`src/hdl/nomm_ram.sv`:
```
`timescale 1ns / 1ps
`default_nettype none

module nomm_ram #(
  parameter int WIDTH = 32,
  parameter int DEPTH = 16,
  localparam int ADDR_W = (DEPTH > 1) ? $clog2(DEPTH) : 1
) (
  input  wire logic              clk_i,
  input  wire logic              we_i,
  input  wire logic [ADDR_W-1:0] waddr_i,
  input  wire logic [WIDTH-1:0]  wdata_i,
  input  wire logic [ADDR_W-1:0] raddr_i,
  output logic      [WIDTH-1:0]  rdata_o
);

  logic [WIDTH-1:0] mem_q [DEPTH];
  logic [WIDTH-1:0] rdata_q;

  // one write port, one registered read port
  always_ff @(posedge clk_i) begin
    if (we_i) begin
      mem_q[waddr_i] <= wdata_i;
    end
    rdata_q <= mem_q[raddr_i];
  end

  assign rdata_o = rdata_q;

endmodule

`default_nettype wire

```
`config.mk`:
```
export PLATFORM = sky130hd
export DESIGN_NAME = nomm_ram
export DESIGN_NICKNAME = d
export VERILOG_FILES = /design/src/hdl/nomm_ram.sv
export SDC_FILE = /design/constraint.sdc
export NUM_CORES = 1
export LEC_CHECK = 0
export ABC_AREA = 1
export ABC_CLOCK_PERIOD_IN_PS = 2100
export BUFFER_PORTS_ARGS = -buffer_cell sky130_fd_sc_hd__buf_2
export CAP_MARGIN = 20
export CORE_MARGIN = 2
export CORE_UTILIZATION = 45
export CTS_CLUSTER_DIAMETER = 100
export DETAILED_ROUTE_END_ITERATION = 8
export PLACE_DENSITY_LB_ADDON = 0.08
export SLEW_MARGIN = 20
export SYNTH_ARGS = -nofsm -noshare
export SYNTH_HDL_FRONTEND = slang
export SYNTH_SLANG_ARGS = --single-unit
```
`constraint.sdc`:
```
create_clock -name clk_i -period 2.1 [get_ports clk_i]
set_input_delay 0.21 -clock clk_i [delete_from_list [all_inputs] [get_ports clk_i]]
set_output_delay 0.21 -clock clk_i [all_outputs]
set_load 0.01 [all_outputs]
```
==> flow_metrics.py <==
metrics = {
    "status": {
        "status": "finished clean",
    },
    "floorplan": {
        "die_x_um": 228.8,
        "start_util": 0.4549,
        "die_y_um": 228.8,
        "dieArea_um2": 52330,
        "rows": 82,
        "core-area_um2": 49970,
        "num_io_pins": 74,
    },
    "layout": {
        "final_nets": 2258,
        "seq_area_um2": 16020,
        "syn_to_final_growth_pct": 14.69,
        "multi_input_area_um2": 4667,
        "fillCellCount": 4432,
        "fin_util": 0.5218,
        "drive_above_1_share": 0.09629,
    },
    "synthesis": {
        "async_reset_ff_frac": 0,
        "yosys.area.top_type": "edfxtp_1",
        "seq_area_frac_synth": 0.7046,
        "ys_warn_count": 0,
        "synth_edf_count": 512,
        "syn_inst": 2120,
        "synth_top_area_frac": 0.6764,
        "synth.top_cells.by_count": "nand2_1, edfxtp_1, inv_1",
        "synth_top_flop_cell": "edfxtp_1",
        "yosysMostFrequentCell": "nand2_1",
        "synth_area_leaders": "edfxtp_1, nand2_1, nand3_1, inv_1, dfxtp_1",
        "synth.distinct_cells": 15,
        "ys_ff_latch": 544,
        "synth_fp_nets": 2162,
        "syn-cell-area_um2": 22730,
        "syn_avg_cell_area_um2": 10.72,
    },
    "worst_setup_path": {
        "start_kind": "register",
        "cp_slowest_stage_delay_ps": 420,
        "crit_slowest_cell": "dfxtp_1",
        "critPathMaxFanout": 1,
        "crit_arrival_ps": 1200,
        "crit_chain": "buf_2",
        "worstSetupEndpointType": "primary output",
        "path_class": "reg -> out",
        "worstPathRequired_ps": 1890,
        "path_buf_inv": 1,
        "cp_top_family": "flip-flops",
    },
    "global_route": {
        "antenna_found_initial": 2,
        "track_usage": 0.2223,
        "grt_overflow": 0,
        "grt_pass1_vias": 14284,
        "grt_first_pass_wirelength_mm": 87.75,
        "grt_max_degree": 129,
    },
    "flow_run": {
        "drv_cap": 0,
    },
    "cts": {
        "cts_max_level": 2,
        "cts_buffers": 57,
        "clk_transition_reported_paths_ps": 60,
        "cts.hold.buffers_added": 23,
        "cts_resized": 0,
        "cts_sinks": 544,
        "cts_tree": "yes",
        "cts_root_buffer": "clkbuf_16",
        "post_cts_buffers": 0,
        "clockBufferDepth": 3,
        "clock_latency_ps": 610,
    },
    "timing": {
        "finClkSkew_ps": 11.41,
        "fin_tns_setup_ps": 0,
        "final_hold_viol_count": 0,
        "slew_headroom": 0.5040,
        "worstMarginPinSlew_ps": 743.9,
        "slew_violations": 0,
        "setup_violations": 0,
        "rsz0062_at_grt": "false",
        "fin_crit_sh": 0.6720,
        "period_needed_ps": 1411,
        "fmax_mhz": 708.6,
    },
    "drt": {
        "detail-route-antenna-nets": 0,
        "wl_per_cell_um": 19.40,
        "drc_errors": 0,
        "first_iter_violations": 1085,
        "drt_pass1_iterations": 4,
        "wirelength_mm": 56.98,
        "vias_per_cell": 4.921,
        "num_vias": 14454,
    },
    "pwr": {
        "p_leak_uw": 0.01107,
        "p_per_area_nw_per_um2": 905.1,
        "irDropWorstVdd_mv": 0.6730,
        "power_uw": 23600,
    },
    "hold_path": {
        "min_path_type": "in -> reg",
    },
    "place": {
        "hpwl_mm": 30.10,
        "port_buffers": 73,
        "place_congestion": 0.7818,
    },
}
## cells by family (layout without fill, tap and decap cells)
kind of cell / after synthesis / count (layout) / synth area share
flip-flops: 544 / 544 / 0.7046
AND/OR/NAND/NOR: 1081 / 1081 / 0.2000
other: 0 / 1 / 0
buffers and inverters: 495 / 639 / 0.09539
## sequential cells by signal (all words and copies together) (netlist names)
name / count
rdata_o: 32
mem_q: 512
## layout make-up
class                   count  share of cell area
clock buffers              85             0.06186
well taps                 672             0.03225
multi-input cells        1081              0.1790
flip-flops and latches    544              0.6143
clock inverters            22            0.008255
repair buffers            142             0.04766
diodes                      1          0.00009599
inverters                 390             0.05654
## power by group
group	switching (uW)	internal (uW)
logic	1060	451
registers	82.9	12100
clock network	4090	5780
total	5230	18400
## routing by layer
metal,part of all wire,wire [um],vias to the layer above,GRT usage
met1,0.45,25660,6997,0.3009
met5,0.00044,25,-,0
met4,0.024,1387,4,0.06924
met3,0.045,2592,88,0.03206
met2,0.48,27310,329,0.3721
li1,-,-,7036,-
## per-stage QoR
step	cell area (um^2)	hold WS [ps]	instances	setup WS (ps)
after CTS	26070	1.346	2936	631.7
after global placement	24010	601.8	2806	343.4
final	26070	30.41	2937	688.8
after detailed placement	24010	605.2	2806	345.1
after floorplan	22750	308.9	2120	-102.7
after global routing	26070	19.41	2936	605.4
## layout by cell type, fill, tap and decap left out, types with 2 or more instances in the layout
| cell | instances |
|---|---|
| buf_12 | 23 |
| buf_2 | 70 |
| buf_4 | 25 |
| bufinv_16 | 4 |
| clkbuf_1 | 21 |
| clkbuf_16 | 58 |
| clkbuf_8 | 7 |
| clkinv_1 | 7 |
| clkinv_2 | 9 |
| dfxtp_1 | 32 |
| dlygate4sd3_1 | 23 |
| edfxtp_1 | 512 |
| inv_1 | 386 |
| inv_2 | 2 |
| nand2_1 | 677 |
| nand3_1 | 385 |
| nand3b_1 | 2 |
| nor2_4 | 16 |
## path summary, 6_finish.rpt
kind	start	cells past startpoint	endpoint	slack, ps
setup / recovery	rdata_o[26]$_DFF_P_	1	rdata_o[26]	690
hold / removal	wdata_i[9]	1	mem_q[1][9]$_DFFE_PP_	30
setup reg to reg	mem_q[3][30]$_DFFE_PP_	6	rdata_o[30]$_DFF_P_	980
hold reg to reg	mem_q[11][0]$_DFFE_PP_	6	rdata_o[0]$_DFF_P_	660
## worst reg2reg max path, stage by stage (launching register included)
cell	delay (ps)
edfxtp_1	350
inv_1	60
nand2_1	40
nand3_1	90
nand3_1	110
nand3_1	270
nand2_1	80
Note: power is estimated with default switching activity, not from simulation.
